[config.mk]
export PLATFORM = sky130hd
export DESIGN_NAME = mailbox_selective_receive_top_flat
export DESIGN_NICKNAME = d
export VERILOG_FILES = /design/src/rtl/mbx_pkg.sv /design/src/rtl/mbx_req_if.sv /design/src/rtl/mbx_rsp_if.sv /design/src/rtl/mbx_slot_ram.sv /design/src/rtl/mailbox_selective_receive_top.sv /design/src/flat_wrapper.sv
export SDC_FILE = /design/constraint.sdc
export NUM_CORES = 2
export LEC_CHECK = 0
export BUFFER_PORTS_ARGS = -buffer_cell sky130_fd_sc_hd__buf_2
export CAP_MARGIN = 25
export CORE_MARGIN = 2
export CORE_UTILIZATION = 30
export CTS_CLUSTER_SIZE = 8
export DETAILED_ROUTE_END_ITERATION = 7
export GPL_TIMING_DRIVEN = 1
export HOLD_SLACK_MARGIN = 0.08
export PLACE_DENSITY = 0.47
export SLEW_MARGIN = 30
export SYNTH_ARGS = -nofsm -noshare
export SYNTH_HDL_FRONTEND = slang
export SYNTH_HIERARCHICAL = 1
export SYNTH_SLANG_ARGS = --single-unit
[constraint.sdc]
create_clock -name clk -period 9.07 [get_ports clk]
set_input_delay 0.907 -clock clk [delete_from_list [all_inputs] [get_ports clk]]
set_output_delay 0.907 -clock clk [all_outputs]
set_load 0.01 [all_outputs]
[src/rtl/mbx_pkg.sv]
// shared constants and types of the message mailbox block
`default_nettype none

package mbx_pkg;

    // sizing
    localparam int MAILBOXES = 16;
    localparam int SLOTS     = 32;
    localparam int BOX_W     = $clog2(MAILBOXES);
    localparam int SLOT_W    = $clog2(SLOTS);
    localparam int STAMP_W   = 32;

    // action codes
    localparam logic [1:0] ACT_SEND       = 2'd0;
    localparam logic [1:0] ACT_RECV_NAMED = 2'd1;
    localparam logic [1:0] ACT_RECV_ANY   = 2'd2;

    // status codes
    localparam logic [1:0] ST_OK      = 2'd0;
    localparam logic [1:0] ST_BAD_BOX = 2'd1;
    localparam logic [1:0] ST_NONE    = 2'd2;
    localparam logic [1:0] ST_FULL    = 2'd3;

    // request item
    typedef struct packed {
        logic [1:0]  action;
        logic [7:0]  box;
        logic [7:0]  peer;
        logic [31:0] handle;
    } req_t;

    // response item
    typedef struct packed {
        logic [1:0]  status;
        logic [31:0] got_handle;
        logic [7:0]  got_sender;
    } rsp_t;

    // one stored message
    typedef struct packed {
        logic [BOX_W-1:0]   box;
        logic [7:0]         sender;
        logic [31:0]        handle;
        logic [STAMP_W-1:0] stamp;
    } slot_t;

    // write port of the slot memory
    typedef struct packed {
        logic              en;
        logic [SLOT_W-1:0] addr;
        slot_t             data;
    } slot_wr_t;

endpackage

`default_nettype wire

[src/rtl/mbx_req_if.sv]
// request channel: valid, ready and one request item
`default_nettype none

interface mbx_req_if;
    logic          valid;
    logic          ready;
    mbx_pkg::req_t payload;

    modport source (output valid, output payload, input ready);
    modport sink   (input valid, input payload, output ready);
endinterface

`default_nettype wire

[src/rtl/mbx_rsp_if.sv]
// response channel: valid, ready and one response item
`default_nettype none

interface mbx_rsp_if;
    logic          valid;
    logic          ready;
    mbx_pkg::rsp_t payload;

    modport source (output valid, output payload, input ready);
    modport sink   (input valid, input payload, output ready);
endinterface

`default_nettype wire

[src/rtl/mbx_slot_ram.sv]
// slot memory: one write port, one registered read port
`default_nettype none

module mbx_slot_ram (
    input  wire logic                            clk,
    input  wire mbx_pkg::slot_wr_t               wr,
    input  wire logic                            rd_en,
    input  wire logic [mbx_pkg::SLOT_W-1:0]      rd_addr,
    output mbx_pkg::slot_t                       rd_data
);

    mbx_pkg::slot_t mem_reg [mbx_pkg::SLOTS];
    mbx_pkg::slot_t rd_data_reg;

    // write port
    always_ff @(posedge clk)
    begin
        if (wr.en)
        begin
            mem_reg[wr.addr] <= wr.data;
        end
    end

    // read port, registered while rd_en is high
    always_ff @(posedge clk)
    begin
        if (rd_en)
        begin
            rd_data_reg <= mem_reg[rd_addr];
        end
    end

    assign rd_data = rd_data_reg;

endmodule

`default_nettype wire

[src/rtl/mailbox_selective_receive_top.sv]
// top level of the message mailbox block with sender filter
//
// Messages for all mailboxes share one pool of slots held in a synchronous
// memory; a bank of used flags marks the occupied slots. One item is worked
// on at a time. A send walks the used flags from slot 0 and stores into the
// first free slot. A receive reads every slot of the memory once, one per
// cycle through its single read port, and keeps the newest match. Unused
// actions and out-of-range mailboxes answer without a walk or a scan. A new
// request is taken while the previous result still waits in the output
// register.
`default_nettype none

module mailbox_selective_receive_top (
    input  wire logic  clk,
    input  wire logic  rst_n,
    mbx_req_if.sink    req,
    mbx_rsp_if.source  rsp
);

    typedef enum logic [2:0] {
        S_IDLE,
        S_SEND,
        S_RECV,
        S_DRAIN,
        S_PICK,
        S_FINISH
    } state_t;

    localparam logic [mbx_pkg::SLOT_W-1:0] LAST_SLOT = mbx_pkg::SLOT_W'(mbx_pkg::SLOTS - 1);

    state_t                         state_reg;
    mbx_pkg::req_t                  cur_reg;
    logic [mbx_pkg::SLOTS-1:0]      used_reg;
    logic [mbx_pkg::STAMP_W-1:0]    next_stamp_reg;
    logic [mbx_pkg::SLOT_W-1:0]     scan_idx_reg;

    // compare stage of the receive scan
    logic                           chk_valid_reg;
    logic [mbx_pkg::SLOT_W-1:0]     chk_idx_reg;
    logic                           found_reg;
    logic [mbx_pkg::SLOT_W-1:0]     best_idx_reg;
    logic [mbx_pkg::STAMP_W-1:0]    best_age_reg;
    logic [31:0]                    best_handle_reg;
    logic [7:0]                     best_sender_reg;

    // pending and delivered result
    mbx_pkg::rsp_t                  res_reg;
    mbx_pkg::rsp_t                  out_reg;
    logic                           out_valid_reg;

    mbx_pkg::slot_wr_t              slot_wr;
    mbx_pkg::slot_t                 rd_data;
    logic                           req_xfer;
    logic                           bad_box;
    logic                           chk_hit;
    logic [mbx_pkg::STAMP_W-1:0]    age;

    mbx_slot_ram u_ram (
        .clk     (clk),
        .wr      (slot_wr),
        .rd_en   (state_reg == S_RECV),
        .rd_addr (scan_idx_reg),
        .rd_data (rd_data)
    );

    assign req.ready = (state_reg == S_IDLE);
    assign req_xfer  = req.valid && req.ready;
    assign rsp.valid   = out_valid_reg;
    assign rsp.payload = out_reg;

    assign bad_box = ({1'b0, req.payload.box} >= 9'(mbx_pkg::MAILBOXES));

    // store into the free slot found by the send walk
    always_comb
    begin
        slot_wr.en          = (state_reg == S_SEND) && !used_reg[scan_idx_reg];
        slot_wr.addr        = scan_idx_reg;
        slot_wr.data.box    = cur_reg.box[mbx_pkg::BOX_W-1:0];
        slot_wr.data.sender = cur_reg.peer;
        slot_wr.data.handle = cur_reg.handle;
        slot_wr.data.stamp  = next_stamp_reg;
    end

    // match and age check of the slot just read
    always_comb
    begin
        age     = next_stamp_reg - rd_data.stamp;
        chk_hit = chk_valid_reg && used_reg[chk_idx_reg]
                  && (rd_data.box == cur_reg.box[mbx_pkg::BOX_W-1:0])
                  && ((cur_reg.action != mbx_pkg::ACT_RECV_NAMED)
                      || (rd_data.sender == cur_reg.peer))
                  && (!found_reg || (age < best_age_reg));
    end

    // control sequencer
    always_ff @(posedge clk or negedge rst_n)
    begin
        if (!rst_n)
        begin
            state_reg       <= S_IDLE;
            cur_reg         <= '0;
            used_reg        <= '0;
            next_stamp_reg  <= '0;
            scan_idx_reg    <= '0;
            chk_valid_reg   <= 1'b0;
            chk_idx_reg     <= '0;
            found_reg       <= 1'b0;
            best_idx_reg    <= '0;
            best_age_reg    <= '0;
            best_handle_reg <= '0;
            best_sender_reg <= '0;
            res_reg         <= '0;
            out_reg         <= '0;
            out_valid_reg   <= 1'b0;
        end
        else
        begin
            // output register drains on a transfer unless refilled below
            if (out_valid_reg && rsp.ready && (state_reg != S_FINISH))
            begin
                out_valid_reg <= 1'b0;
            end

            // compare stage works on the slot read in the cycle before
            chk_valid_reg <= (state_reg == S_RECV);
            chk_idx_reg   <= scan_idx_reg;
            if (chk_hit)
            begin
                found_reg       <= 1'b1;
                best_idx_reg    <= chk_idx_reg;
                best_age_reg    <= age;
                best_handle_reg <= rd_data.handle;
                best_sender_reg <= rd_data.sender;
            end

            unique case (state_reg)
                S_IDLE:
                begin
                    if (req_xfer)
                    begin
                        cur_reg      <= req.payload;
                        scan_idx_reg <= '0;
                        found_reg    <= 1'b0;
                        priority if (req.payload.action != mbx_pkg::ACT_SEND
                                     && req.payload.action != mbx_pkg::ACT_RECV_NAMED
                                     && req.payload.action != mbx_pkg::ACT_RECV_ANY)
                        begin
                            res_reg.status <= mbx_pkg::ST_NONE;
                            state_reg      <= S_FINISH;
                        end
                        else if (bad_box)
                        begin
                            res_reg.status <= mbx_pkg::ST_BAD_BOX;
                            state_reg      <= S_FINISH;
                        end
                        else if (req.payload.action == mbx_pkg::ACT_SEND)
                        begin
                            state_reg <= S_SEND;
                        end
                        else
                        begin
                            state_reg <= S_RECV;
                        end
                    end
                end

                S_SEND:
                begin
                    priority if (!used_reg[scan_idx_reg])
                    begin
                        used_reg[scan_idx_reg] <= 1'b1;
                        next_stamp_reg         <= next_stamp_reg + 1'b1;
                        res_reg.status         <= mbx_pkg::ST_OK;
                        state_reg              <= S_FINISH;
                    end
                    else if (scan_idx_reg == LAST_SLOT)
                    begin
                        res_reg.status <= mbx_pkg::ST_FULL;
                        state_reg      <= S_FINISH;
                    end
                    else
                    begin
                        scan_idx_reg <= scan_idx_reg + 1'b1;
                    end
                end

                S_RECV:
                begin
                    if (scan_idx_reg == LAST_SLOT)
                    begin
                        state_reg <= S_DRAIN;
                    end
                    else
                    begin
                        scan_idx_reg <= scan_idx_reg + 1'b1;
                    end
                end

                // last slot is compared in this cycle
                S_DRAIN:
                begin
                    state_reg <= S_PICK;
                end

                // remove the newest match, or report that none was found
                S_PICK:
                begin
                    if (found_reg)
                    begin
                        used_reg[best_idx_reg] <= 1'b0;
                        res_reg.status         <= mbx_pkg::ST_OK;
                        res_reg.got_handle     <= best_handle_reg;
                        res_reg.got_sender     <= best_sender_reg;
                    end
                    else
                    begin
                        res_reg.status <= mbx_pkg::ST_NONE;
                    end
                    state_reg <= S_FINISH;
                end

                // hand the result to the output register once it is free
                S_FINISH:
                begin
                    if (!out_valid_reg || rsp.ready)
                    begin
                        out_reg       <= res_reg;
                        out_valid_reg <= 1'b1;
                        res_reg       <= '0;
                        state_reg     <= S_IDLE;
                    end
                end

                default:
                begin
                    state_reg <= S_IDLE;
                end
            endcase
        end
    end

endmodule

`default_nettype wire
[src/flat_wrapper.sv]
// flat-port wrapper written by rule: the top's interface ports become plain ports
module mailbox_selective_receive_top_flat 
  (clk, rst_n, req_valid, req_payload, req_ready, rsp_valid, rsp_payload, rsp_ready);
  mbx_req_if req_i ();
  mbx_rsp_if rsp_i ();
  input  wire logic clk;
  input  wire logic rst_n;
  input wire logic [$bits(req_i.valid)-1:0] req_valid;
  input wire logic [$bits(req_i.payload)-1:0] req_payload;
  output wire logic [$bits(req_i.ready)-1:0] req_ready;
  output wire logic [$bits(rsp_i.valid)-1:0] rsp_valid;
  output wire logic [$bits(rsp_i.payload)-1:0] rsp_payload;
  input wire logic [$bits(rsp_i.ready)-1:0] rsp_ready;
  assign req_i.valid = req_valid;
  assign req_i.payload = req_payload;
  assign req_ready = req_i.ready;
  assign rsp_valid = rsp_i.valid;
  assign rsp_payload = rsp_i.payload;
  assign rsp_i.ready = rsp_ready;
  mailbox_selective_receive_top u_core (.clk(clk), .rst_n(rst_n), .req(req_i), .rsp(rsp_i));
endmodule
# Yosys cells after proc, flatten, opt, wreduce, memory -nomap -nowiden
# Memory sizes are Yosys's and may differ from the RTL's. A register that Yosys moved wholly into a read port is not among the register bits.
# Index checks and enable logic that the tools add are counted.
classes:
  bitwise_logic: 4
  addsub: 3
  shifts: 0
  div: 0
  mux: 42
  eq_ne: 20
  multipliers: 0
  n_reduce_logical: 33
  magnitude_cmp: 7
ops:
  columns: ["operator", "count"]
  rows:
  - ["40-bit case mux with 2 select lines", 1]
  - ["32-bit two-way mux", 2]
  - ["32-bit case mux with 2 select lines", 1]
  - ["42-bit two-way mux", 1]
  - ["40-bit two-way mux", 1]
  - ["32-bit by 1-bit adder with 32-bit output (second input constant)", 1]
  - ["32-bit AND", 1]
  - ["32-bit less-than comparator", 1]
  - ["32-bit NOT", 1]
  - ["32-bit bitwise OR", 1]
  - ["32-bit subtractor", 1]
  - ["3-bit two-way mux", 7]
  - ["5-bit by 6-bit less-than comparator with 1-bit output (second input constant)", 3]
  - ["3-bit case mux with 6 select lines", 1]
  - ["5-bit two-way mux", 3]
  - ["5-bit case mux with 3 select lines", 1]
  - ["2-bit two-way mux", 7]
  - ["1-bit logical AND", 12]
  - ["1-bit two-way mux", 12]
  - ["1-bit binary-select mux with 5-bit select", 2]
  - ["1-bit demux with 5-bit select", 2]
  - ["5-bit by 1-bit >= comparator with 1-bit output (second input constant)", 2]
  - ["2-bit by 1-bit != test with 1-bit output (second input constant)", 5]
  - ["3-bit != test (second input constant)", 3]
  - ["other kinds (22)", 37]
totals:
  ramBits: 2432
  output_inout_bits: 44
  reg_bits: 287
  input_bits: 54
  latch_bits: 0
  wordCells: 132
  mem_count: 1
  mem_bits_ro: 0
memory_table:
  columns: ["memory", "words", "word_bits", "rd", "rd_clocked_by_memory_dff", "write_ports", "line", "rtl"]
  rows:
  - ["u_core.u_ram.mem_reg", 32, 76, 1, 1, 1, "mbx_slot_ram.sv:12", "mbx_pkg::slot_t mem_reg [mbx_pkg::SLOTS];"]

# Depth between registers and ports, before layout
logic_depth:
  ltp_word: 9
  ltp_mapped: 20
  depth_no_buf: 18

# Cells and area by module
# The synthesis kept the hierarchy.
by_module_without_submodules:
  columns: ["module", "area_per_inst_um2", "cells_per_inst", "seq_area_each_um2", "n_inst"]
  rows:
  - ["mbx_slot_ram", 94827.2, 4455, 75312.2, 1]
  - ["mailbox_selective_receive_top", 14919.3, 1391, 7181.9, 1]

# Worst setup path after synthesis
# OpenSTA, ideal clock, no wires.
synth_timing:
  path_type: "flip-flop to flip-flop"
  start: "register u_core/scan_idx_reg[0] (netlist name)"
  end: "memory u_core/u_ram/mem_reg[12][0] (netlist name) (enable)"
  t_arrival_ns: 5.978
  period_less_slack_ns: 6.489
  slack_ns: 2.581
  setup_time_ns: 0.511
  stages_incl_launch_ff: 11
  required_ns: 8.559
  n_path_buf: 4
  cell_sequence: "dfrtp_1 > buf_2 > mux4_2 > a32oi_1 > and3_1 > and3b_1 > buf_2 > buf_2 > or3b_2 > clkbuf_1 > nor2_1"
synth_lines:
  columns: ["item", "line", "rtl"]
  rows:
  - ["start, declared", "mailbox_selective_receive_top.sv:35", "logic [mbx_pkg::SLOT_W-1:0] scan_idx_reg;"]
  - ["start signal, assigned", "mailbox_selective_receive_top.sv:183", "scan_idx_reg <= scan_idx_reg + 1'b1;"]
  - ["start signal, assigned", "mailbox_selective_receive_top.sv:195", "scan_idx_reg <= scan_idx_reg + 1'b1;"]
  - ["end, declared", "mbx_slot_ram.sv:12", null]

# Worst setup path after layout
layout_timing:
  start: "register u_core/next_stamp_reg[0] (netlist name)"
  end: "register u_core/best_age_reg[29] (netlist name)"
layout_between:
  elab_chain_cells: 4
layout_lines:
  columns: ["item", "line", "rtl"]
  rows:
  - ["start, declared", "mailbox_selective_receive_top.sv:34", "logic [mbx_pkg::STAMP_W-1:0] next_stamp_reg;"]
  - ["start signal, assigned", "mailbox_selective_receive_top.sv:172", "next_stamp_reg <= next_stamp_reg + 1'b1;"]
  - ["32-bit subtractor", "mailbox_selective_receive_top.sv:87", "age = next_stamp_reg - rd_data.stamp;"]
  - ["named net u_core.age, one bit", "mailbox_selective_receive_top.sv:56", "logic [mbx_pkg::STAMP_W-1:0] age;"]
  - ["32-bit less-than comparator", "mailbox_selective_receive_top.sv:92", "&& (!found_reg || (age < best_age_reg));"]
  - ["1-bit logical OR", "mailbox_selective_receive_top.sv:92", null]
  - ["1-bit logical AND", "mailbox_selective_receive_top.sv:92", null]
  - ["end signal, assigned", "mailbox_selective_receive_top.sv:131", "best_age_reg <= age;"]
  - ["end, declared", "mailbox_selective_receive_top.sv:42", "logic [mbx_pkg::STAMP_W-1:0] best_age_reg;"]
# The timed path passes the listed nets, and every way through them passes these cells.
# A chain may end at the register's enable or synchronous reset.

==> out/qor.yml <==
drc_errors: 0
multi_input_area_mm2: 0.0257
fp.coreArea_mm2: 0.365
fmax_ghz: 0.162
clk_latency_ns: 0.94
viasPerCell: 5.25
synth_seq_area_share: 0.752
cp-start-kind: "flop"
powerDensity_mw_per_mm2: 281
synth_top_area_cell: "edfxtp_1"
yosysUniqueCellTypes: 80
overflow: 0
nNetsFinal: 6290
dp.cells: 10600
clk_pin_slew_ns: 0.05
cap_violations: 0
syn_area_mm2: 0.110
vias: 59100
worst_pin_slew_ns: 1.07
finalHoldViolCount: 0
dieArea_mm2: 0.371
synth_warnings: 6
ys_ff_latch: 2795
timing.final.crit_share: 0.682
ant_nets: 0
holdWs_ns: 0.207
fin_skew_ns: 0.0838
crit_type: "reg2reg"
postCtsHoldBufs: 1
fin_cells: 11300
start_util: 0.301
setup_violations: 0
synth_nets: 5969
register_area_mm2: 0.0826
antenna_found_initial: 18
place_hpwl_um: 176000
cts_setup_buffers: 0
grt_pass1_wl_um: 484000
largest_register_ffs: 2432
grtUsageTotal: 0.185
cts.repair.resized: 0
grt_max_degree: 142
drtIter0Drc: 6375
area_growth_pct: 16.6
fin_tns_setup_ns: 0
die_w_um: 609
status: "finished, final reports clean"
ir_worst_vdd_mv: 0.184
wl_um: 350000
worstPathRequired_ns: 9.82
slew_violations: 0
fin_ws_ns: 2.88
cts_htree_levels: 5
fin_crit_ns: 6.19
cts_buffers: 388
maxSlewHeadroom: 0.285
total_leakage_power_nw: 40.5
std_cell_rows: 222
synthCells: 5846
rsz0062_at_grt: "no"
holdCritPathClass: "in2reg"
clock-sinks: 2795
synth-async-reset-ratio: 0.103
io_pins: 98
synth_top_flop_cell: "edfxtp_1"
synth_edf_count: 2508
first_global_vias: 59500
drt_pass1_iterations: 6
root_buffer: "clkbuf_16"
crit_fanout: 35
wire_per_inst_um: 31.1
fillerInstances: 34500
cts_buffer_depth: 4
end_kind: "flop"
ys_top_cells_by_area: "edfxtp_1, mux4_2, dfrtp_1, mux2i_1, a22oi_1"
synth.avg_cell_area_um2: 18.8
routabilityCongestion: 0.836
drive_above_1_share: 0.188
synth_top_area_frac: 0.686
dp_worst_setup_slack_ns: 2.59
cts_tree: "done"
io_buffers: 97
die_y_um: 609
cp.arrival_ns: 6.94
-- synth_stat cells, drive strengths merged (9+ instances only) --
cell and n:
nor3 27, inv 83, ha 68, a21o 13, nand3 180, mux4 322, nand4 61, a31oi 52
nor2 82, nor2b 30, xor2 12, edfxtp 2508, clkbuf 146, and3 21, mux2 147, mux2i 609
nand2b 13, a21oi 53, nand2 185, and2 20, dfrtp 287, buf 179, a22o 67, o211ai 9
o21ai 90, a22oi 404, xnor2 55
-- stage by stage --
step | utilization | power (mW) | instance area [um2]
floorplan | - | 20.6 | 110000
global placement | 0.319 | 22.8 | 116000
detailed placement | 0.320 | 22.9 | 117000
CTS | 0.350 | 36.3 | 128000
global route | 0.350 | 37.3 | 128000
finish | 0.350 | 36.0 | 128000
-- report_power, final --
part | switching (mW) | internal, mW
clock network | 5.38 | 8.02
logic | 3.61 | 2.41
registers | 0.982 | 15.5
-- routing by layer --
metal | vias to the layer above | global-route usage | share of wire
li1 | 24400 | - | -
met1 | 32300 | 0.259 | 0.44
met2 | 1922 | 0.305 | 0.48
met3 | 454 | 0.0224 | 0.052
met4 | 2 | 0.0445 | 0.023
met5 | - | 0 | 0.000037
-- cells by family after synthesis --
family | Yosys count | synth area share
simple gates | 661 | 0.0301
flops | 2795 | 0.752
fa+ha+maj | 69 | 0.00794
xor+xnor | 67 | 0.00535
buf+inv | 408 | 0.0181
compound gates | 768 | 0.0502
mux | 1078 | 0.137
-- critical path: stages, from the launching register on --
cell and delay (ns):
dfrtp_2 0.71, inv_1 0.15, ha_1 0.26, fa_1 0.41
nand2b_1 0.21, a21o_1 0.19, a311oi_1 0.35, o311ai_1 0.31
a21o_1 0.27, a21oi_1 0.21, xor2_1 0.10, ha_1 0.33
nand4_1 0.17, nor3_1 0.35, o2111ai_1 0.22, a2111oi_0 0.78
or3_1 0.66, nor2_1 0.08, a221o_1 0.31
-- cell usage in the layout, fill, tap and decap left out, types with 9 or more instances in the layout --
cell / synthesis / final
a22oi_1: 404 / 404
o21ai_1: 33 / 33
mux2_2: 91 / 91
nand2b_1: 13 / 13
xnor2_1: 55 / 55
nand3_1: 179 / 179
clkbuf_1: 144 / 252
a22o_1: 67 / 67
o21ai_0: 57 / 57
a21oi_1: 53 / 53
mux4_2: 322 / 322
nor2_1: 79 / 43
dfrtp_2: 0 / 55
o211ai_1: 9 / 9
buf_12: 0 / 32
mux2_1: 56 / 56
a31oi_1: 52 / 52
buf_4: 15 / 118
dfrtp_1: 287 / 228
nor3_1: 25 / 22
mux2i_1: 609 / 609
clkbuf_16: 0 / 393
nand4_1: 61 / 61
nand2_1: 185 / 185
ha_1: 68 / 68
and2_1: 20 / 18
nor2_4: 1 / 37
nor2b_1: 30 / 17
xor2_1: 12 / 12
inv_1: 81 / 81
a21o_1: 13 / 13
edfxtp_1: 2508 / 2508
and3_1: 21 / 20
buf_2: 110 / 96
-- worst paths after layout --
path / start / endpoint / slack (ns) / depth (start not counted)
max: u_core/next_stamp_reg[0] / u_core/best_age_reg[29] / 2.88 / 18
min: req_payload[13] / u_core/cur_reg[13] / 0.21 / 2
max reg2reg: u_core/next_stamp_reg[0] / u_core/best_age_reg[29] / 2.88 / 18
min reg2reg: u_core/u_ram/rd_data[35] / u_core/best_handle_reg[3] / 0.46 / 1
max in group asynchronous: rst_n / u_core/next_stamp_reg[28] / 6.52 / 4
min in group asynchronous: rst_n / u_core/cur_reg[24] / 0.51 / 2
-- cell type report --
| class | count | area share |
|---|---|---|
| Sequential cell | 2795 | 0.646 |
| Clock buffer | 648 | 0.0846 |
| Tap cell | 4816 | 0.0471 |
| Inverter | 83 | 0.00244 |
| Antenna cell | 7 | 0.000137 |
| Multi-Input combinational cell | 2643 | 0.201 |
| Timing Repair Buffer | 256 | 0.0175 |
| Clock inverter | 19 | 0.00210 |
No activity file was read; power rests on OpenSTA's default activity.
